$ cat src/rtl/core/ldcs_pkg.sv
// Shared types and constants for the LED driver chain command serializer.
// No dependencies; every other file of the block uses it by scoped names.

package ldcs_pkg;

  // Chain size and command queue depth defaults
  localparam int MAX_DEVICES_DEF = 4;
  localparam int CMD_DEPTH_DEF   = 2;

  // Configuration register indexes
  localparam logic [1:0] REG_DEVICE_COUNT = 2'd0;
  localparam logic [1:0] REG_BCD_DECODE   = 2'd1;

  // Operation codes
  localparam logic [2:0] OP_DIGIT_WRITE = 3'd0;
  localparam logic [2:0] OP_DIGIT_CLEAR = 3'd1;
  localparam logic [2:0] OP_INTENSITY   = 3'd2;
  localparam logic [2:0] OP_SCAN_LIMIT  = 3'd3;
  localparam logic [2:0] OP_SHUTDOWN    = 3'd4;
  localparam logic [2:0] OP_ACTIVATE    = 3'd5;
  localparam logic [2:0] OP_TEST        = 3'd6;
  localparam logic [2:0] OP_DECODE      = 3'd7;

  // Driver register addresses
  localparam logic [7:0] ADDR_DECODE    = 8'h09;
  localparam logic [7:0] ADDR_INTENSITY = 8'h0A;
  localparam logic [7:0] ADDR_SCAN      = 8'h0B;
  localparam logic [7:0] ADDR_SHUTDOWN  = 8'h0C;
  localparam logic [7:0] ADDR_TEST      = 8'h0F;

  // Data constants
  localparam logic [7:0] DATA_CLEAR_BCD = 8'h0F;
  localparam logic [7:0] DATA_DECODE_ON = 8'hFF;
  localparam logic [7:0] DATA_ON        = 8'h01;
  localparam logic [7:0] DATA_OFF       = 8'h00;

  // One classified command: the word to shift and whether it fills the frame
  typedef struct packed {
    logic [15:0] word;
    logic        bcast;
  } ldcs_cmd_t;

endpackage

$ cat src/rtl/core/ldcs_front.sv
// Front end: accepts operation items and builds the 16-bit command word.
// Depends on ldcs_pkg; feeds ldcs_cmd_fifo.

module ldcs_front (
  input  logic                 in_push,
  output logic                 in_full,
  input  logic [2:0]           in_operation,
  input  logic [2:0]           in_position,
  input  logic [7:0]           in_value,
  input  logic                 bcd_decode,
  input  logic                 q_full,
  output logic                 q_push,
  output ldcs_pkg::ldcs_cmd_t  q_cmd
);

  logic [7:0] addr;
  logic [7:0] data;
  logic       bcast;

  // Map the operation to address and data bytes
  always_comb begin
    addr  = ldcs_pkg::ADDR_DECODE;
    data  = ldcs_pkg::DATA_OFF;
    bcast = 1'b1;
    case (in_operation)
      ldcs_pkg::OP_DIGIT_WRITE: begin
        addr  = {5'd0, in_position} + 8'd1;
        data  = in_value;
        bcast = 1'b0;
      end
      ldcs_pkg::OP_DIGIT_CLEAR: begin
        addr  = {5'd0, in_position} + 8'd1;
        data  = bcd_decode ? ldcs_pkg::DATA_CLEAR_BCD : ldcs_pkg::DATA_OFF;
        bcast = 1'b0;
      end
      ldcs_pkg::OP_INTENSITY: begin
        addr = ldcs_pkg::ADDR_INTENSITY;
        data = {4'd0, in_value[3:0]};
      end
      ldcs_pkg::OP_SCAN_LIMIT: begin
        addr = ldcs_pkg::ADDR_SCAN;
        data = (in_value != 8'd0) ? {5'd0, in_value[2:0] - 3'd1} : ldcs_pkg::DATA_OFF;
      end
      ldcs_pkg::OP_SHUTDOWN: begin
        addr = ldcs_pkg::ADDR_SHUTDOWN;
        data = ldcs_pkg::DATA_OFF;
      end
      ldcs_pkg::OP_ACTIVATE: begin
        addr = ldcs_pkg::ADDR_SHUTDOWN;
        data = ldcs_pkg::DATA_ON;
      end
      ldcs_pkg::OP_TEST: begin
        addr = ldcs_pkg::ADDR_TEST;
        data = (in_value != 8'd0) ? ldcs_pkg::DATA_ON : ldcs_pkg::DATA_OFF;
      end
      default: begin
        addr = ldcs_pkg::ADDR_DECODE;
        data = bcd_decode ? ldcs_pkg::DATA_DECODE_ON : ldcs_pkg::DATA_OFF;
      end
    endcase
  end

  // Hand the command to the queue
  assign in_full     = q_full;
  assign q_push      = in_push && !q_full;
  assign q_cmd.word  = {addr, data};
  assign q_cmd.bcast = bcast;

endmodule

$ cat src/rtl/core/ldcs_cmd_fifo.sv
// Short command queue between front end and serializer.
// Depends on ldcs_pkg for the command type.

module ldcs_cmd_fifo #(
  parameter int DEPTH = ldcs_pkg::CMD_DEPTH_DEF
) (
  input  logic                 clk,
  input  logic                 rst_n,
  input  logic                 wr_en,
  input  ldcs_pkg::ldcs_cmd_t  wr_cmd,
  output logic                 full,
  input  logic                 rd_en,
  output ldcs_pkg::ldcs_cmd_t  rd_cmd,
  output logic                 empty
);

  localparam int PTR_W = (DEPTH > 1) ? $clog2(DEPTH) : 1;
  localparam int CNT_W = $clog2(DEPTH + 1);

  ldcs_pkg::ldcs_cmd_t mem_r [DEPTH];
  logic [PTR_W-1:0]    wr_ptr_r, wr_ptr_nxt;
  logic [PTR_W-1:0]    rd_ptr_r, rd_ptr_nxt;
  logic [CNT_W-1:0]    cnt_r, cnt_nxt;
  logic                do_wr, do_rd;

  assign full   = (cnt_r == CNT_W'(DEPTH));
  assign empty  = (cnt_r == '0);
  assign do_wr  = wr_en && !full;
  assign do_rd  = rd_en && !empty;
  assign rd_cmd = mem_r[rd_ptr_r];

  // Advance pointers with wrap at the depth
  always_comb begin
    wr_ptr_nxt = wr_ptr_r;
    rd_ptr_nxt = rd_ptr_r;
    cnt_nxt    = cnt_r;
    if (do_wr) begin
      wr_ptr_nxt = (wr_ptr_r == PTR_W'(DEPTH - 1)) ? '0 : wr_ptr_r + 1'b1;
    end
    if (do_rd) begin
      rd_ptr_nxt = (rd_ptr_r == PTR_W'(DEPTH - 1)) ? '0 : rd_ptr_r + 1'b1;
    end
    if (do_wr && !do_rd) begin
      cnt_nxt = cnt_r + 1'b1;
    end else if (do_rd && !do_wr) begin
      cnt_nxt = cnt_r - 1'b1;
    end
  end

  always_ff @(posedge clk) begin
    if (!rst_n) begin
      wr_ptr_r <= '0;
      rd_ptr_r <= '0;
      cnt_r    <= '0;
    end else begin
      wr_ptr_r <= wr_ptr_nxt;
      rd_ptr_r <= rd_ptr_nxt;
      cnt_r    <= cnt_nxt;
    end
  end

  // Store entries
  always_ff @(posedge clk) begin
    if (do_wr) begin
      mem_r[wr_ptr_r] <= wr_cmd;
    end
  end

endmodule

$ cat src/rtl/core/ldcs_back.sv
// Back end: shifts command words out MSB first, tracks the chain position,
// repeats broadcast words to the end of the frame. Depends on ldcs_pkg.

module ldcs_back #(
  parameter int MAX_DEVICES = ldcs_pkg::MAX_DEVICES_DEF
) (
  input  logic                 clk,
  input  logic                 rst_n,
  input  logic [2:0]           device_count,
  input  logic                 q_empty,
  input  ldcs_pkg::ldcs_cmd_t  q_cmd,
  output logic                 q_pop,
  output logic                 out_empty,
  input  logic                 out_pop,
  output logic                 out_data_bit,
  output logic                 out_frame_start,
  output logic                 out_frame_end,
  output logic                 out_last
);

  logic        busy_r;
  logic [15:0] sh_r;
  logic [15:0] word_r;
  logic [3:0]  bit_cnt_r;
  logic        bcast_r;
  logic [2:0]  chain_pos_r, chain_pos_nxt;
  logic        out_vld_r;
  logic        out_data_bit_r, out_frame_start_r, out_frame_end_r, out_last_r;

  logic [2:0]  chain_len;
  logic        adv, bit_last, word_end, item_done, load;

  // Effective chain length: zero acts as one, saturate at the maximum
  always_comb begin
    if (device_count == 3'd0) begin
      chain_len = 3'd1;
    end else if ({1'b0, device_count} > 4'(MAX_DEVICES)) begin
      chain_len = 3'(MAX_DEVICES);
    end else begin
      chain_len = device_count;
    end
  end

  assign adv       = busy_r && (!out_vld_r || out_pop);
  assign bit_last  = (bit_cnt_r == 4'd15);
  assign word_end  = (({1'b0, chain_pos_r} + 4'd1) >= {1'b0, chain_len});
  assign item_done = bit_last && (!bcast_r || word_end);
  assign load      = !q_empty && (!busy_r || (adv && item_done));
  assign q_pop     = load;

  assign chain_pos_nxt = word_end ? 3'd0 : chain_pos_r + 3'd1;

  // Control: busy flag, bit counter, chain position, output valid
  always_ff @(posedge clk) begin
    if (!rst_n) begin
      busy_r      <= 1'b0;
      bit_cnt_r   <= 4'd0;
      chain_pos_r <= 3'd0;
      out_vld_r   <= 1'b0;
    end else begin
      if (adv) begin
        out_vld_r <= 1'b1;
      end else if (out_pop) begin
        out_vld_r <= 1'b0;
      end
      if (adv && bit_last) begin
        chain_pos_r <= chain_pos_nxt;
      end
      if (load) begin
        bit_cnt_r <= 4'd0;
      end else if (adv) begin
        bit_cnt_r <= bit_cnt_r + 4'd1;
      end
      if (load) begin
        busy_r <= 1'b1;
      end else if (adv && item_done) begin
        busy_r <= 1'b0;
      end
    end
  end

  // Payload: shift register, word copy for repeats, output stage
  always_ff @(posedge clk) begin
    if (adv) begin
      out_data_bit_r    <= sh_r[15];
      out_frame_start_r <= (bit_cnt_r == 4'd0) && (chain_pos_r == 3'd0);
      out_frame_end_r   <= bit_last && word_end;
      out_last_r        <= item_done;
    end
    if (load) begin
      sh_r    <= q_cmd.word;
      word_r  <= q_cmd.word;
      bcast_r <= q_cmd.bcast;
    end else if (adv) begin
      sh_r <= bit_last ? word_r : {sh_r[14:0], 1'b0};
    end
  end

  assign out_empty       = !out_vld_r;
  assign out_data_bit    = out_data_bit_r;
  assign out_frame_start = out_frame_start_r;
  assign out_frame_end   = out_frame_end_r;
  assign out_last        = out_last_r;

  // Chain position never leaves the range of the largest chain
  a_pos_range: assert property (@(posedge clk) disable iff (!rst_n)
    {1'b0, chain_pos_r} < 4'(MAX_DEVICES))
    else $error("chain position out of range");

  // Idle serializer sits at bit zero
  a_idle_cnt: assert property (@(posedge clk) disable iff (!rst_n)
    !busy_r |-> (bit_cnt_r == 4'd0))
    else $error("bit counter moved while idle");

  // A finished broadcast leaves the chain ready
  a_bcast_close: assert property (@(posedge clk) disable iff (!rst_n)
    (adv && item_done && bcast_r) |=> (chain_pos_r == 3'd0))
    else $error("broadcast left a frame open");

  // The last bit of an item also ends a word
  a_last_bit: assert property (@(posedge clk) disable iff (!rst_n)
    (adv && item_done) |-> bit_last)
    else $error("item ended mid-word");

endmodule

$ cat src/rtl/core/led_driver_chain_command_serializer_unit.sv
// Top level of the LED driver chain command serializer.
// Depends on ldcs_pkg, ldcs_front, ldcs_cmd_fifo and ldcs_back.
//
// Usage:
//   Input queue port: an operation item (operation, position, value) is taken
//   when in_push is high and in_full is low. It is classified into a 16-bit
//   command word and parked in a short command queue.
//   Result queue port: one result per serial bit (data_bit, frame_start,
//   frame_end, last); the oldest is shown while out_empty is low and taken
//   with out_pop. out_last marks the final bit of an item.
//   Configuration port: cfg_index/cfg_wdata written when cfg_valid is high;
//   cfg_ready is always high. Index 0 sets the device count, index 1 the
//   decode flag. Write only while the block is idle.
//   Timing: an item passes the command queue, shift register and output
//   register before its first bit shows. The shift register emits one bit
//   per cycle while the receiver pops: 16 bits for a digit write or clear,
//   16 per device left in the frame for a broadcast (64 with four devices).
//   Reset: queue empty, chain ready (position zero), one device, decode off.
//   Receiver stall: the output register holds its bit, the serializer waits,
//   the command queue fills and in_full rises.

module led_driver_chain_command_serializer_unit #(
  parameter int MAX_DEVICES = ldcs_pkg::MAX_DEVICES_DEF,
  parameter int CMD_DEPTH   = ldcs_pkg::CMD_DEPTH_DEF
) (
  input  logic       clk,
  input  logic       rst_n,
  input  logic       in_push,
  output logic       in_full,
  input  logic [2:0] in_operation,
  input  logic [2:0] in_position,
  input  logic [7:0] in_value,
  output logic       out_empty,
  input  logic       out_pop,
  output logic       out_data_bit,
  output logic       out_frame_start,
  output logic       out_frame_end,
  output logic       out_last,
  input  logic       cfg_valid,
  output logic       cfg_ready,
  input  logic [1:0] cfg_index,
  input  logic [7:0] cfg_wdata
);

  logic [2:0]          device_count_r;
  logic                bcd_decode_r;
  logic                q_push, q_full, q_pop, q_empty;
  ldcs_pkg::ldcs_cmd_t q_wr_cmd, q_rd_cmd;

  // Configuration registers
  assign cfg_ready = 1'b1;

  always_ff @(posedge clk) begin
    if (!rst_n) begin
      device_count_r <= 3'd1;
      bcd_decode_r   <= 1'b0;
    end else if (cfg_valid && cfg_ready) begin
      case (cfg_index)
        ldcs_pkg::REG_DEVICE_COUNT: device_count_r <= cfg_wdata[2:0];
        ldcs_pkg::REG_BCD_DECODE:   bcd_decode_r   <= cfg_wdata[0];
        default: ;
      endcase
    end
  end

  ldcs_front u_front (
    .in_push      (in_push),
    .in_full      (in_full),
    .in_operation (in_operation),
    .in_position  (in_position),
    .in_value     (in_value),
    .bcd_decode   (bcd_decode_r),
    .q_full       (q_full),
    .q_push       (q_push),
    .q_cmd        (q_wr_cmd)
  );

  ldcs_cmd_fifo #(
    .DEPTH (CMD_DEPTH)
  ) u_fifo (
    .clk    (clk),
    .rst_n  (rst_n),
    .wr_en  (q_push),
    .wr_cmd (q_wr_cmd),
    .full   (q_full),
    .rd_en  (q_pop),
    .rd_cmd (q_rd_cmd),
    .empty  (q_empty)
  );

  ldcs_back #(
    .MAX_DEVICES (MAX_DEVICES)
  ) u_back (
    .clk             (clk),
    .rst_n           (rst_n),
    .device_count    (device_count_r),
    .q_empty         (q_empty),
    .q_cmd           (q_rd_cmd),
    .q_pop           (q_pop),
    .out_empty       (out_empty),
    .out_pop         (out_pop),
    .out_data_bit    (out_data_bit),
    .out_frame_start (out_frame_start),
    .out_frame_end   (out_frame_end),
    .out_last        (out_last)
  );

endmodule
$ cat config.mk
export PLATFORM = sky130hd
export DESIGN_NAME = led_driver_chain_command_serializer_unit
export DESIGN_NICKNAME = d
export VERILOG_FILES = /design/src/rtl/core/ldcs_pkg.sv /design/src/rtl/core/ldcs_front.sv /design/src/rtl/core/ldcs_cmd_fifo.sv /design/src/rtl/core/ldcs_back.sv /design/src/rtl/core/led_driver_chain_command_serializer_unit.sv
export SDC_FILE = /design/constraint.sdc
export NUM_CORES = 1
export LEC_CHECK = 0
export ABC_AREA = 1
export BUFFER_PORTS_ARGS = -buffer_cell sky130_fd_sc_hd__buf_2
export CAP_MARGIN = 30
export CORE_MARGIN = 3
export CORE_UTILIZATION = 58
export DETAILED_ROUTE_END_ITERATION = 8
export PLACE_DENSITY = 0.79
export SLEW_MARGIN = 30
export SYNTH_ARGS = -nofsm -noshare
export SYNTH_HDL_FRONTEND = slang
export SYNTH_SLANG_ARGS = --single-unit
$ cat constraint.sdc
create_clock -name clk -period 3.2 [get_ports clk]
set_clock_uncertainty 0.2 [all_clocks]
set_input_delay 0.8 -clock clk [delete_from_list [all_inputs] [get_ports clk]]
set_output_delay 0.8 -clock clk [all_outputs]
set_load 0.02 [all_outputs]
# Word level (Yosys, flattened, before mapping)
# Memory sizes are Yosys's and may differ from the RTL's. A register that Yosys moved wholly into a read port is not among the register bits.
# Index checks and enable logic that the tools add are counted.
[word_totals]
n_memories = 1
reg_bits = 54
output_inout_bits = 7
elab_cells = 101
input_bits = 29
mem_bits_rw = 34
[classes]
n_lt_le_gt_ge = 2
mux = 25
n_bitwise = 1
eq_ne = 9
reduce_logical = 38
addsub = 9
[memory_table]
columns = ["memory", "depth", "width", "read_ports", "rd_clocked_by_memory_dff", "wr", "line_no", "rtl"]
rows = [
  ["u_fifo.mem_r", 2, 17, 1, 1, 1, "ldcs_cmd_fifo.sv:20", "ldcs_pkg::ldcs_cmd_t mem_r [DEPTH];"],
]
[ops]
columns = ["op", "count"]
rows = [
  ["$pmux 8 s7", 1],
  ["$mux 16", 3],
  ["$pmux 8 s5", 1],
  ["$logic_and 1x1->1", 12],
  ["$mux 1", 12],
  ["$mux 3", 4],
  ["$eq 3x3->1 const B", 3],
  ["$logic_not 3->1", 3],
  ["$add 3x1->4 const B", 2],
  ["$mux 8", 1],
  ["$reduce_bool 2->1", 4],
  ["$reduce_bool 8->1", 1],
  ["$logic_not 1->1", 7],
  ["$eq 3x2->1 const B", 2],
  ["$reduce_or 2->1", 3],
  ["$add 4x1->4 const B", 1],
  ["$eq 4x4->1 const B", 1],
  ["$ge 4x3->1", 1],
  ["$logic_not 2->1", 2],
  ["$logic_not 4->1", 1],
  ["$mux 2", 2],
  ["$mux 4", 1],
  ["$reduce_and 2->1", 2],
  ["$add 3x1->3 const B", 1],
  ["10 further kinds", 13],
]

# Logic depth before layout (Yosys ltp)
[logic_depth]
word_depth = 13
ltp_mapped = 16
ltp_nobuf = 16

# Modules after synthesis
# From an unflattened synthesis, not the netlist that was laid out.
[unflattened]
cells_unflattened = 409
hier_area_um2 = 4262.8
[by_module_without_submodules]
columns = ["module", "seq_area_each_um2", "instances", "cells_per_inst", "area_each_um2"]
rows = [
  ["ldcs_back", 1291.2, 1, 220, 2127.0],
  ["ldcs_cmd_fifo", 1121.1, 1, 91, 1526.5],
  ["ldcs_front", 0.0, 1, 70, 414.1],
  ["led_driver_chain_command_serializer_unit", 80.1, 1, 28, 195.2],
]

# Worst setup path before layout
# OpenSTA, ideal clock, no wires.
[synth_path]
kind = "reg-to-reg"
startpoint = "reg u_back.chain_pos_r[0]"
endpoint = "reg u_back.sh_r[0], enable pin"
required_time_ns = 2.628
setup_ns = 0.372
n_path_buf = 1
synth_period_minus_slack_ns = 2.572
arrival_ns = 2.001
path_stages_with_launch = 13
slack_ns = 0.628
cell_sequence = "dfxtp_1 > inv_1 > ha_1 > ha_1 > nand2_1 > nand2_1 > nand2_1 > nand3_1 > nand3_2 > nand2_2 > nand2_8 > buf_6 > nand2_1"
[synth_via]
elab_chain_len = 8
[synth_rtl]
columns = ["element", "line_no", "rtl"]
rows = [
  ["from (decl)", "ldcs_back.sv:26", "logic [2:0] chain_pos_r, chain_pos_nxt;"],
  ["from (signal assigned)", "ldcs_back.sv:67", "chain_pos_r <= chain_pos_nxt;"],
  ["$add 3x1->4", "ldcs_back.sv:46", "assign word_end = (({1'b0, chain_pos_r} + 4'd1) >= {1'b0, chain_len});"],
  ["$ge 4x3->1", "ldcs_back.sv:46", ""],
  ["$logic_or 1x1->1", "ldcs_back.sv:47", "assign item_done = bit_last && (!bcast_r || word_end);"],
  ["$logic_and 1x1->1", "ldcs_back.sv:47", ""],
  ["$logic_and 1x1->1", "ldcs_back.sv:48", "assign load = !q_empty && (!busy_r || (adv && item_done));"],
  ["$logic_or 1x1->1", "ldcs_back.sv:48", ""],
  ["$logic_and 1x1->1", "ldcs_back.sv:48", ""],
  ["$reduce_bool 2->1 (no source line)", "-", ""],
  ["to (signal assigned)", "ldcs_back.sv:91", "sh_r <= q_cmd.word;"],
  ["to (signal assigned)", "ldcs_back.sv:95", "sh_r <= bit_last ? word_r : {sh_r[14:0], 1'b0};"],
  ["to (decl)", "ldcs_back.sv:22", "logic [15:0] sh_r;"],
]
# Every way passes these cells.
# A chain may end at the register's enable or synchronous reset.

# Final worst setup path
# Ends and elaborated chain as after synthesis.

==> results.rst <==
.. list-table::
   :header-rows: 1

   * - Metric
     - Value
   * - Count of distinct cell types in the synthesized netlist
     - 36
   * - Slew at the pin closest to its max-slew limit
     - around 0.56 ns
   * - Sequential share of the synthesized area
     - ~60%
   * - Post-cts sizing count
     - 0
   * - Class of the tightest hold or removal check
     - reg2reg
   * - Count of synthesis-stage warnings from yosys
     - 0
   * - Average vias per placed instance
     - approximately 5.4
   * - Clk Latency, worst-skew pair
     - roughly 0.34 ns
   * - Maximum fanout count along the critical path
     - 28
   * - TritonRoute pass-1 iters
     - 5
   * - Post-Synthesis Net Count
     - roughly 360
   * - Synth-to-Final Area Change
     - 11.5%
   * - Switching power
     - approximately 0.95 mW
   * - Die area
     - about 7000 µm²
   * - Internal power of the cells
     - about 2.1 mW
   * - Worst hold path cell count
     - 0
   * - Max-capacitance violation count
     - 0
   * - Number of setup buffers added after CTS
     - 0
   * - Number of design rule violations left after detail routing
     - 0
   * - TritonCTS Sinks
     - just under 80
   * - Share of power burned in combinational logic
     - about a quarter
   * - Post-synth design cell area
     - about 3500 µm²
   * - Req. time, crit path
     - 3.03 ns
   * - I/O pin cnt
     - 36
   * - Hold buffer count at cts
     - 0
   * - Setup violation total in the final timing report
     - 0
   * - Status
     - finished, final reports clean
   * - Flip-flop and latch count after synthesis
     - 77
   * - Number of nets with antenna violations after detailed routing
     - 0
   * - Setup_tns
     - 0 ns
   * - Power density normalized to cell area
     - just under 800 nW/µm²
   * - Per-instance average area after synthesis
     - between 10 and 15 µm²
   * - Most numerous cell types in the synthesized netlist
     - 66 x sky130_fd_sc_hd__nand2_1, 59 x sky130_fd_sc_hd__edfxtp_1, 34 x sky130_fd_sc_hd__inv_1
   * - Remaining Overflow, GRT
     - 0
   * - Wire length per cell after detailed routing
     - roughly 14 µm
   * - Area fraction of the dominant cell type after synthesis
     - 51.1%
   * - Number of buffers added on ports
     - 29
   * - Most frequent cell after synthesis
     - sky130_fd_sc_hd__nand2_1
   * - Net count, final
     - about 400
   * - Final max-slew violation count
     - 0
   * - Min Clock Period, post-route
     - 2.59 ns
   * - Longest Clk Path Bufs
     - 2
   * - All-Layer GR Usage
     - about a fifth
   * - Unrepaired setup endpoints after global routing
     - no
   * - Antenna diode count
     - 0
   * - Proportion of synthesized flip-flops having asynchronous set or reset
     - 0%
   * - Switching power share of the total
     - between 30% and 40%
   * - Layout fillers
     - 415
   * - Clock transition at the registers of the reported paths
     - approximately 0.080 ns
   * - Clock network fraction of design power
     - 22.2%
   * - Layout cell share with drive strength beyond 1
     - 19.3%
   * - X dimension of the die
     - 83.3 µm
   * - Crit Path Class
     - reg2reg
   * - Number of antenna violations at the first check in global routing
     - 0
   * - Final wirelength
     - around 6 mm
   * - Data arrival time at the worst-slack endpoint
     - around 2.4 ns
   * - Placer's final routability congestion estimate
     - 0.845
   * - Wire length of the first global-routing pass
     - 10.5 mm
   * - Rows
     - 27
   * - Relative contribution of sequential cells to total power
     - around 52%
   * - Worst Reg-to-Reg Cells
     - 12
   * - Total number of H-tree levels
     - 3
   * - Root Buffer Master
     - sky130_fd_sc_hd__clkbuf_8
   * - Maximum operating frequency
     - 386 MHz
   * - CTS tree
     - yes
   * - Vias in the first global route
     - approximately 2,300
   * - CP Launch Type
     - flop
   * - Kind of end point of the critical path
     - flop
   * - LEAKAGE
     - roughly 1.6 nW
   * - DP Wirelength
     - around 4.2 mm
   * - Utilization after layout
     - approximately 70%
   * - Top_reg_cell synth
     - sky130_fd_sc_hd__edfxtp_1
   * - Area leader, netlist
     - sky130_fd_sc_hd__edfxtp_1
   * - Initial drt markers
     - 177
   * - Die height
     - 83.3 µm
   * - Number of synthesized flops with an enable pin
     - a little under 60
   * - Number of buffers created by CTS
     - 9
   * - Slew Limit Headroom
     - roughly 63%
   * - Initial standard-cell utilization of the core
     - slightly above 60%
   * - Peak supply drop
     - 416 µV
   * - Via count
     - 2,380
   * - Hold Violations, Final
     - 0
   * - Floorplan core area
     - 5640 µm²
   * - Maximum number of pins on one net before global-route repair
     - 29
   * - Share of the clock period used by the worst path after layout
     - 80.9%
   * - Synthesized netlist cell count
     - ~330
   * - Cells taking the most area after synthesis
     - sky130_fd_sc_hd__edfxtp_1 51%, sky130_fd_sc_hd__dfxtp_1 10%, sky130_fd_sc_hd__nand2_1 7.1%, sky130_fd_sc_hd__mux2_2 4.2%, sky130_fd_sc_hd__inv_1 3.7%
==> cells by family (layout without fill, tap and decap cells) <==
logic type	after synthesis	in the layout	share of synthesized area, %
adders and majority gates	10	10	3.61
xor gates and xnor gates	3	3	0.758
AOI/OAI and AO/OA	47	47	7.76
muxes	13	13	4.22
other	1	1	0.108
DFF	77	77	61.5
and+or+nand+nor	129	129	16.4
buffers and inverters	45	87	5.70
==> stage by stage <==
stage	power, mW	area [µm²]	setup WS [ns]	cells	hold slack, ns
5_1_grt	3.28	3870	0.446	439	0.231
3_3_place_gp	2.37	3680	0.687	423	0.207
2_1_floorplan	2.22	3470	0.628	325	0.200
3_5_place_dp	2.41	3680	0.619	423	0.224
6_report	3.07	3870	0.613	439	0.226
4_1_cts	3.10	3870	0.603	439	0.233
==> power by group through the flow <==
stage	Sequential, mW	Combinational, mW	Clock, mW
6_report	1.60	0.787	0.682
5_1_grt	1.64	0.888	0.749
4_1_cts	1.61	0.792	0.701
3_5_place_dp	1.63	0.787	0
3_3_place_gp	1.61	0.760	0
2_1_floorplan	1.60	0.627	0
==> critical path, stage by stage, from the launching register on <==
cell and delay [ns]:
sky130_fd_sc_hd__dfxtp_1 0.41, sky130_fd_sc_hd__inv_1 0.09, sky130_fd_sc_hd__ha_1 0.33, sky130_fd_sc_hd__ha_1 0.29
sky130_fd_sc_hd__nand2_1 0.05, sky130_fd_sc_hd__nand2_1 0.05, sky130_fd_sc_hd__nand2_1 0.07, sky130_fd_sc_hd__nand3_1 0.08
sky130_fd_sc_hd__nand3_2 0.08, sky130_fd_sc_hd__nand2_2 0.14, sky130_fd_sc_hd__nand2_8 0.15, sky130_fd_sc_hd__nand2_1 0.10
sky130_fd_sc_hd__buf_4 0.23
==> registers in the layout (all words and copies together) (netlist names), 2 cells and up, named ones only <==
name,cells
u_back.bit_cnt_r,4
u_fifo.cnt_r,2
u_back.chain_pos_r,3
u_back.sh_r,16
device_count_r,3
u_fifo.mem_r,26
u_back.word_r,12
==> path summary, 6_finish.rpt <==
check	startpoint	to	slack [ns]
worst max-delay path	u_back.chain_pos_r[0]	u_back.sh_r[0]	0.61
worst min-delay path	u_back.sh_r[15]	u_back.out_data_bit	0.23
worst max register to register	u_back.chain_pos_r[0]	u_back.sh_r[0]	0.61
worst min register to register	u_back.sh_r[15]	u_back.out_data_bit	0.23
==> layout make-up <==
| cell class | count | area (µm²) | share of cell area, % |
|---|---|---|---|
| Sequential cell | 77 | 2130 | 55.1 |
| Multi-Input combinational cell | 203 | 1140 | 29.4 |
| Timing Repair Buffer | 33 | 175 | 4.53 |
| Inverter | 38 | 148 | 3.82 |
| Clock buffer | 11 | 131 | 3.40 |
| Tap cell | 72 | 90.1 | 2.33 |
| Clock inverter | 5 | 51.3 | 1.33 |
==> layer usage <==
metal  part of all wire, %  wire length, µm  GRT usage (%)
met1                    45             2750           25.3
met2                    48             2920           30.0
met3                   4.8              292           4.46
met4                   1.7              103           6.69
met5                     0                0              0
==> cells in the final DEF (no fill, tap or decap), drive strengths merged, types with 10 or more instances in the layout <==
master,count
ha,10
clkbuf,11
nand3,16
nor2,32
inv,38
nand2,70
dfxtp,18
o21ai,11
buf,33
mux2,13
a31oi,12
edfxtp,59
a21oi,18
(Power assumes the default switching activity.)
